[src/lxt_pkg.sv]
package lxt_pkg;

    // Result field widths are fixed by the interface.
    localparam int AMOUNT_W = 32;
    localparam int POS_W    = 16;

    // Result queue
    localparam int Q_DEPTH = 8;
    localparam int PTR_W   = $clog2(Q_DEPTH);
    localparam int CNT_W   = $clog2(Q_DEPTH + 1);

    // Characters of the expression syntax
    localparam logic [7:0] CH_NUL    = 8'h00;
    localparam logic [7:0] CH_PLUS   = 8'h2B;
    localparam logic [7:0] CH_MINUS  = 8'h2D;
    localparam logic [7:0] CH_HASH   = 8'h23;
    localparam logic [7:0] CH_QUOTE  = 8'h22;
    localparam logic [7:0] CH_BSLASH = 8'h5C;
    localparam logic [7:0] CH_ZERO   = 8'h30;
    localparam logic [7:0] CH_NINE   = 8'h39;

    localparam logic signed [1:0] DIR_BACK = -2'sd1;
    localparam logic signed [1:0] DIR_ABS  = 2'sd0;
    localparam logic signed [1:0] DIR_FWD  = 2'sd1;

    typedef enum logic [2:0] {
        KIND_LINE  = 3'd0,
        KIND_COL   = 3'd1,
        KIND_PCHAR = 3'd2,
        KIND_PEND  = 3'd3,
        KIND_OK    = 3'd4,
        KIND_ERR   = 3'd5
    } kind_t;

    typedef struct packed {
        kind_t                kind;
        logic signed [1:0]    direction;
        logic [AMOUNT_W-1:0]  amount;
        logic [7:0]           pattern_char;
        logic [POS_W-1:0]     error_position;
        logic                 last;
    } res_t;

endpackage

[src/location_expression_tokenizer.sv]
// Location expression tokenizer. Takes one byte of a zero-terminated location expression per
// transfer on the input channel and gives line/column tokens (direction plus a saturating decimal
// value), pattern characters, a pattern-end token, and end-ok at the zero or an error on the
// output channel. A byte is registered on acceptance and decoded in the following cycle; its
// results are written into the result queue, which drives the output. Input is taken at one
// byte per cycle while in_stall is low. Most bytes give zero or one result; a byte that ends a
// number can give two, and the output channel moves one result per cycle while out_stall is
// low, so a long run of such bytes is limited by the output side. An eight-entry result queue
// decouples the two sides: in_stall rises only when the queue cannot take the worst case of
// the byte in decode plus the byte being offered.
module location_expression_tokenizer
    import lxt_pkg::*;
#(
    parameter int VALUE_WIDTH  = 32,
    parameter int OFFSET_WIDTH = 16
)
(
    input  logic                clk,
    input  logic                rst_n,
    input  logic                in_valid,
    output logic                in_stall,
    input  logic [7:0]          ch,
    output logic                out_valid,
    input  logic                out_stall,
    output logic [2:0]          kind,
    output logic signed [1:0]   direction,
    output logic [AMOUNT_W-1:0] amount,
    output logic [7:0]          pattern_char,
    output logic [POS_W-1:0]    error_position,
    output logic                last
);

    typedef enum logic [2:0] {
        MODE_START,
        MODE_NUM,
        MODE_PAT,
        MODE_ESC,
        MODE_DISCARD
    } mode_t;

    // Parser state carried from byte to byte
    typedef struct packed {
        mode_t                  mode;
        logic signed [1:0]      sign;
        logic [VALUE_WIDTH-1:0] acc;
        logic                   col;
        logic                   begun;
        logic                   any;
    } pst_t;

    localparam int AEXT = (VALUE_WIDTH > AMOUNT_W) ? VALUE_WIDTH : AMOUNT_W;
    localparam int OEXT = (OFFSET_WIDTH > POS_W) ? OFFSET_WIDTH : POS_W;
    // Worst case: two results from the byte in decode, two from the byte on offer
    localparam int ROOM_NEEDED = 2;

    localparam pst_t PST_RESET = '{
        mode:  MODE_START,
        sign:  DIR_ABS,
        acc:   '0,
        col:   1'b0,
        begun: 1'b0,
        any:   1'b0
    };

    function automatic logic [AMOUNT_W-1:0] sat_amount(input logic [VALUE_WIDTH-1:0] v);
        logic [AEXT-1:0] e;
        e = AEXT'(v);
        if (e > AEXT'({AMOUNT_W{1'b1}}))
            return '1;
        return e[AMOUNT_W-1:0];
    endfunction

    function automatic logic [POS_W-1:0] sat_pos(input logic [OFFSET_WIDTH-1:0] v);
        logic [OEXT-1:0] e;
        e = OEXT'(v);
        if (e > OEXT'({POS_W{1'b1}}))
            return '1;
        return e[POS_W-1:0];
    endfunction

    function automatic res_t mk_res(input kind_t k, input logic signed [1:0] dir,
                                    input logic [AMOUNT_W-1:0] amt, input logic [7:0] pc,
                                    input logic [POS_W-1:0] pos);
        res_t r;
        r.kind           = k;
        r.direction      = dir;
        r.amount         = amt;
        r.pattern_char   = pc;
        r.error_position = pos;
        r.last           = 1'b0;
        return r;
    endfunction

    function automatic logic is_digit(input logic [7:0] c);
        return (c >= CH_ZERO) && (c <= CH_NINE);
    endfunction

    // First byte of a token
    function automatic void start_byte(input logic [7:0] c, input pst_t s,
                                       input logic [POS_W-1:0] pos,
                                       output pst_t ns, output logic has, output res_t r);
        logic [7:0] d;
        ns  = s;
        has = 1'b0;
        r   = '0;
        d   = c - CH_ZERO;
        if (c == CH_PLUS || c == CH_MINUS) begin
            ns.sign  = (c == CH_PLUS) ? DIR_FWD : DIR_BACK;
            ns.begun = 1'b1;
        end else if (c == CH_HASH) begin
            ns.col  = 1'b1;
            ns.acc  = '0;
            ns.mode = MODE_NUM;
        end else if (c == CH_QUOTE) begin
            ns.mode = MODE_PAT;
        end else if (is_digit(c)) begin
            ns.col  = 1'b0;
            ns.acc  = VALUE_WIDTH'(d[3:0]);
            ns.mode = MODE_NUM;
        end else if (c == CH_NUL) begin
            has = 1'b1;
            if (s.begun || !s.any)
                r = mk_res(KIND_ERR, DIR_ABS, '0, '0, pos);
            else
                r = mk_res(KIND_OK, DIR_ABS, '0, '0, '0);
        end else begin
            has     = 1'b1;
            r       = mk_res(KIND_ERR, DIR_ABS, '0, '0, pos);
            ns.mode = MODE_DISCARD;
        end
    endfunction

    // Input register
    logic [7:0] ch_reg;
    logic       vld_reg;

    pst_t                    st_reg, st_next;
    logic [OFFSET_WIDTH-1:0] off_reg, off_next;

    // Result queue
    res_t             q_reg [Q_DEPTH];
    logic [PTR_W-1:0] head_reg, tail_reg, head_next, tail_next;
    logic [CNT_W-1:0] cnt_reg, cnt_next;

    res_t             r0, r1;
    logic [1:0]       n_push;
    logic             pop;

    // Decode of the registered byte
    always_comb
    begin
        pst_t                   tmp;
        logic                   has;
        logic [VALUE_WIDTH+3:0] prod;
        logic [7:0]             d;
        logic [POS_W-1:0]       pos;

        st_next  = st_reg;
        off_next = off_reg;
        r0       = '0;
        r1       = '0;
        n_push   = 2'd0;
        tmp      = st_reg;
        has      = 1'b0;
        d        = ch_reg - CH_ZERO;
        pos      = sat_pos(off_reg);
        // acc * 10 + digit as two shifts and adds; high nibble set means overflow
        prod     = ({4'b0, st_reg.acc} << 3) + ({4'b0, st_reg.acc} << 1)
                   + (VALUE_WIDTH+4)'(d[3:0]);

        if (vld_reg) begin
            case (st_reg.mode)
                MODE_START:
                begin
                    start_byte(ch_reg, st_reg, pos, st_next, has, r0);
                    n_push = has ? 2'd1 : 2'd0;
                end
                MODE_NUM:
                begin
                    if (is_digit(ch_reg)) begin
                        if (prod[VALUE_WIDTH+3:VALUE_WIDTH] != 4'd0)
                            st_next.acc = '1;
                        else
                            st_next.acc = prod[VALUE_WIDTH-1:0];
                    end else begin
                        // token out, then the terminating byte starts the next token
                        r0 = mk_res(st_reg.col ? KIND_COL : KIND_LINE, st_reg.sign,
                                    sat_amount(st_reg.acc), '0, '0);
                        tmp       = st_reg;
                        tmp.any   = 1'b1;
                        tmp.mode  = MODE_START;
                        tmp.sign  = DIR_ABS;
                        tmp.begun = 1'b0;
                        tmp.acc   = '0;
                        tmp.col   = 1'b0;
                        start_byte(ch_reg, tmp, pos, st_next, has, r1);
                        n_push = has ? 2'd2 : 2'd1;
                    end
                end
                MODE_PAT:
                begin
                    if (ch_reg == CH_BSLASH) begin
                        st_next.mode = MODE_ESC;
                    end else if (ch_reg == CH_NUL) begin
                        r0     = mk_res(KIND_ERR, DIR_ABS, '0, '0, pos);
                        n_push = 2'd1;
                    end else if (ch_reg == CH_QUOTE) begin
                        r0            = mk_res(KIND_PEND, st_reg.sign, '0, '0, '0);
                        n_push        = 2'd1;
                        st_next.any   = 1'b1;
                        st_next.mode  = MODE_START;
                        st_next.sign  = DIR_ABS;
                        st_next.begun = 1'b0;
                    end else begin
                        r0     = mk_res(KIND_PCHAR, st_reg.sign, '0, ch_reg, '0);
                        n_push = 2'd1;
                    end
                end
                MODE_ESC:
                begin
                    n_push = 2'd1;
                    if (ch_reg == CH_NUL) begin
                        r0 = mk_res(KIND_ERR, DIR_ABS, '0, '0, pos);
                    end else begin
                        r0           = mk_res(KIND_PCHAR, st_reg.sign, '0, ch_reg, '0);
                        st_next.mode = MODE_PAT;
                    end
                end
                default:
                begin
                    // discarding through the next zero
                end
            endcase

            if (ch_reg == CH_NUL) begin
                st_next  = PST_RESET;
                off_next = '0;
            end else if (!(&off_reg)) begin
                off_next = off_reg + 1'b1;
            end

            if (n_push == 2'd1)
                r0.last = 1'b1;
            if (n_push == 2'd2)
                r1.last = 1'b1;
        end
    end

    // Queue bookkeeping
    assign out_valid = (cnt_reg != '0);
    assign pop       = out_valid && !out_stall;
    assign in_stall  = (cnt_reg + (vld_reg ? CNT_W'(ROOM_NEEDED) : '0))
                       > CNT_W'(Q_DEPTH - 2 * ROOM_NEEDED + ROOM_NEEDED);

    always_comb
    begin
        head_next = pop ? head_reg + 1'b1 : head_reg;
        tail_next = tail_reg + PTR_W'(n_push);
        cnt_next  = cnt_reg + CNT_W'(n_push) - CNT_W'(pop);
    end

    always_ff @(posedge clk or negedge rst_n)
    begin
        if (!rst_n) begin
            vld_reg  <= 1'b0;
            st_reg   <= PST_RESET;
            off_reg  <= '0;
            head_reg <= '0;
            tail_reg <= '0;
            cnt_reg  <= '0;
        end else begin
            vld_reg  <= in_valid && !in_stall;
            st_reg   <= st_next;
            off_reg  <= off_next;
            head_reg <= head_next;
            tail_reg <= tail_next;
            cnt_reg  <= cnt_next;
        end
    end

    // Payload: no reset
    always_ff @(posedge clk)
    begin
        if (in_valid && !in_stall)
            ch_reg <= ch;
        if (n_push != 2'd0)
            q_reg[tail_reg] <= r0;
        if (n_push == 2'd2)
            q_reg[tail_reg + 1'b1] <= r1;
    end

    assign kind           = q_reg[head_reg].kind;
    assign direction      = q_reg[head_reg].direction;
    assign amount         = q_reg[head_reg].amount;
    assign pattern_char   = q_reg[head_reg].pattern_char;
    assign error_position = q_reg[head_reg].error_position;
    assign last           = q_reg[head_reg].last;

endmodule

[config.mk]
export PLATFORM = sky130hd
export DESIGN_NAME = location_expression_tokenizer
export DESIGN_NICKNAME = d
export VERILOG_FILES = /design/src/lxt_pkg.sv /design/src/location_expression_tokenizer.sv
export SDC_FILE = /design/constraint.sdc
export NUM_CORES = 1
export LEC_CHECK = 0
export BUFFER_PORTS_ARGS = -buffer_cell sky130_fd_sc_hd__buf_4
export CAP_MARGIN = 20
export CORE_AREA = 4 4 218 220
export CTS_CLUSTER_DIAMETER = 30
export CTS_CLUSTER_SIZE = 8
export DETAILED_ROUTE_END_ITERATION = 8
export DIE_AREA = 0 0 222 224
export PLACE_DENSITY_LB_ADDON = 0.12
export SETUP_SLACK_MARGIN = 0.15
export SLEW_MARGIN = 20
export SYNTH_ARGS = -nofsm -noshare
export SYNTH_HDL_FRONTEND = slang
export SYNTH_SLANG_ARGS = --single-unit
[constraint.sdc]
create_clock -name clk -period 7.9 [get_ports clk]
set_clock_uncertainty 0.2 [all_clocks]
set_input_delay 0.79 -clock clk [delete_from_list [all_inputs] [get_ports clk]]
set_output_delay 0.79 -clock clk [all_outputs]
set_load 0.005 [all_outputs]
==> results.md <==
- Via/cell ratio: 6.470
- Share of cells above drive strength 1: 22.28%
- Chip height: 224 um
- Initial DRT Pass Iterations: 6
- PostCTS Resize Cnt: 0
- Most frequent cells in the layout: dfxtp_1, o21ai_0, nand3_1
- CTS root buffer: clkbuf_16
- Peak supply drop: 0.2206 mV
- CP peak stage delay: 0.83 ns
- Slew @ Worst Pin: 1.139 ns
- DRT Wirelength: 75.76 mm
- Arrival time at the worst endpoint: 4.52 ns
- Setup violators final: 0
- Fin util: 69.81%
- Ratio of total power to cell area: 347.6 mW/mm2
- Syn_nets: 2647
- ANT nets after route: 0
- Mean area per synthesized cell: 10.61 um2
- Worst-path clk slew: 0.04 ns
- Die area: 0.04973 mm2
- Clk buf depth: 3
- # H-tree levels: 3
- Final WS setup: 3.319 ns
- Initial antenna violation count: 1
- I/O pins: 76
- Max Cap Viol: 0
- Most common cell after layout, fill and taps aside: dfxtp_1
- Unique masters post-synth: 76
- Post-Syn Area: 0.02711 mm2
- TritonCTS buffer count: 111
- Leakage: 11.48 nW
- Clock Sinks: 570
- EDFF count, synth: 160
- Synthesized instance count: 2556
- Fin crit period: 4.581 ns
- Core area: 0.04528 mm2
- Synth Flop Type: dfxtp_1
- CP Max Fanout: 90
- FMAX: 218.3 MHz
- Worst relative slew slack: 24.08%
- Total congestion overflow: 0
- Die width: 222 um
- GR Util met2: 48.41%
- Status: complete, no violations
- Placed cells: 3036
- Initial DRC count: 2098
- M1 GR Usage: 40.67%
- Synthesized flop and latch total: 570
- DP Worst Slack: 3.343 ns
- Largest register FFs: 496
- Total GRT Usage: 29.98%
- Sequential area share after synthesis: 49.22%
- Crit Path Class: flop to flop
- PortBufs: 75
- Post-CTS setup buffers: 0
- Rows: 78
- Non-Filler Instances: 3235
- Layer with the highest usage: met2
- Worst path slowest cell: nand2_1
- Cts hold-fix bufs: 0
- Cell Chain, Critical Path: or4_1 -> or2_1 -> o21a_1 -> a41oi_4 -> o21ai_4 -> nand3_4 -> buf_4 -> nand2_1
- Worst skew pair latency: 0.64 ns
- GPL Wtd Cong: 0.9126
- RSZ-0062 raised after global routing: no
- Area growth syn-to-layout: 16.63%
- Synth warnings: 0
- Diodes inserted: 0
- Largest net degree at the start of global routing: 91
- Crit end category: flop
- Initial core utilization: 59.86%
- Vias post-DR: 20931
- Routed len/inst: 23.42 um
- Final setup TNS: 0 ns
- Final Hold Slack: 0.06500 ns
- Period utilization: 57.99%
- Vias in the first global route: 20946
- CTS tree: done
- HPWL after DPL: 46.62 mm
- Fin. max-slew vios: 0
- First-pass GRT wire length: 118.3 mm
- Reg-to-reg slack, setup: 3.32 ns
- Final #Nets: 2642
- GR Layer Usage met3: 6.709%
- DRC viols: 0
- Final hold vios: 0
- Post-synthesis async set-or-reset flop share: 11.58%
- Critical path required time: 7.84 ns
- CP Launch Type: flop
- Hold Path Class: input pin to asynchronous set/reset pin
==> power by group <==
part	switching (mW)	internal, mW
registers	0.547	3.23
logic	1.42	1.13
clock network	1.48	3.19
==> synth_stat cells, types with 6 or more instances <==
master	n	area, um2
a211oi_1	11	82.58
a21o_1	14	105.1
a21oi_1	89	445.4
a31o_2	87	762.0
a31oi_1	36	225.2
and2_1	9	56.30
and3_1	13	81.33
and4_1	8	70.07
buf_1	29	108.9
buf_2	59	295.3
clkbuf_1	125	469.2
dfrtp_1	66	1652
dfxtp_1	344	6887
edfxtp_1	160	4805
ha_1	75	938.4
inv_1	32	120.1
mux2_2	67	754.5
mux4_2	124	2793
nand2_1	161	604.3
nand2b_1	10	62.56
nand3_1	280	1401
nand3b_1	6	45.04
nand4_1	10	62.56
nor2_1	152	570.6
nor2b_1	125	782.0
nor3_1	17	85.08
o211ai_1	9	67.56
o21ai_0	296	1481
o22ai_1	10	62.56
or3_1	6	37.54
xnor2_1	18	157.7
xor2_1	27	236.5
==> per-layer routing <==
| layer | up-vias | share of wire, % |
|---|---|---|
| li1 | 9445 | - |
| met1 | 10451 | 42 |
| met2 | 879 | 47 |
| met3 | 154 | 8.3 |
| met4 | 2 | 2.5 |
| met5 | - | 0.017 |
==> kinds of logic after synthesis <==
| kind of cell | after synthesis | share of synthesized area, % |
|---|---|---|
| simple gates | 820 | 14.90 |
| compound gates | 599 | 13.74 |
| flops | 570 | 49.22 |
| buf+inv | 251 | 3.803 |
| mux | 192 | 13.12 |
| fa+ha+maj | 79 | 3.757 |
| xor+xnor | 45 | 1.454 |
==> final timing paths <==
path	start	cells past startpoint	end
worst min-delay path	rst_n	1	cnt_reg[3]
min in group clk	ch[1]	1	ch_reg[1]
worst max register to register	ch_reg[1]	8	q_reg[6][11]
worst max-delay path	ch_reg[1]	8	q_reg[6][11]
worst min register to register	q_reg[2][32]	2	q_reg[2][32]
max in group asynchronous	rst_n	1	head_reg[0]
==> critical path: cells and delay by family, from the launching register on <==
| kind | cells | cell delay, ns |
|---|---|---|
| flip-flops | 1 | 0.59 |
| AND/OR/NAND/NOR | 4 | 1.80 |
| AO/OA/AOI/OAI | 3 | 0.74 |
| buffers and inverters | 1 | 0.71 |
==> area by class of cell <==
type / count / area, um2
Sequential cell: 570 / 13350
Clock buffer: 150 / 3164
Inverter: 34 / 127.6
Fill cell: 3238 / 13670
Multi-Input combinational cell: 1735 / 12800
Tap cell: 600 / 750.7
Clock inverter: 47 / 628.1
Timing Repair Buffer: 99 / 788.3
==> per-stage QoR <==
stage | power, mW | instance area (um2)
2_1_floorplan | 5.495 | 27110
4_1_cts | 11.00 | 31570
5_1_grt | 11.46 | 31610
6_report | 10.99 | 31610
3_3_place_gp | 6.296 | 27770
3_5_place_dp | 6.337 | 27770
Power figures use the tool's default switching activity.
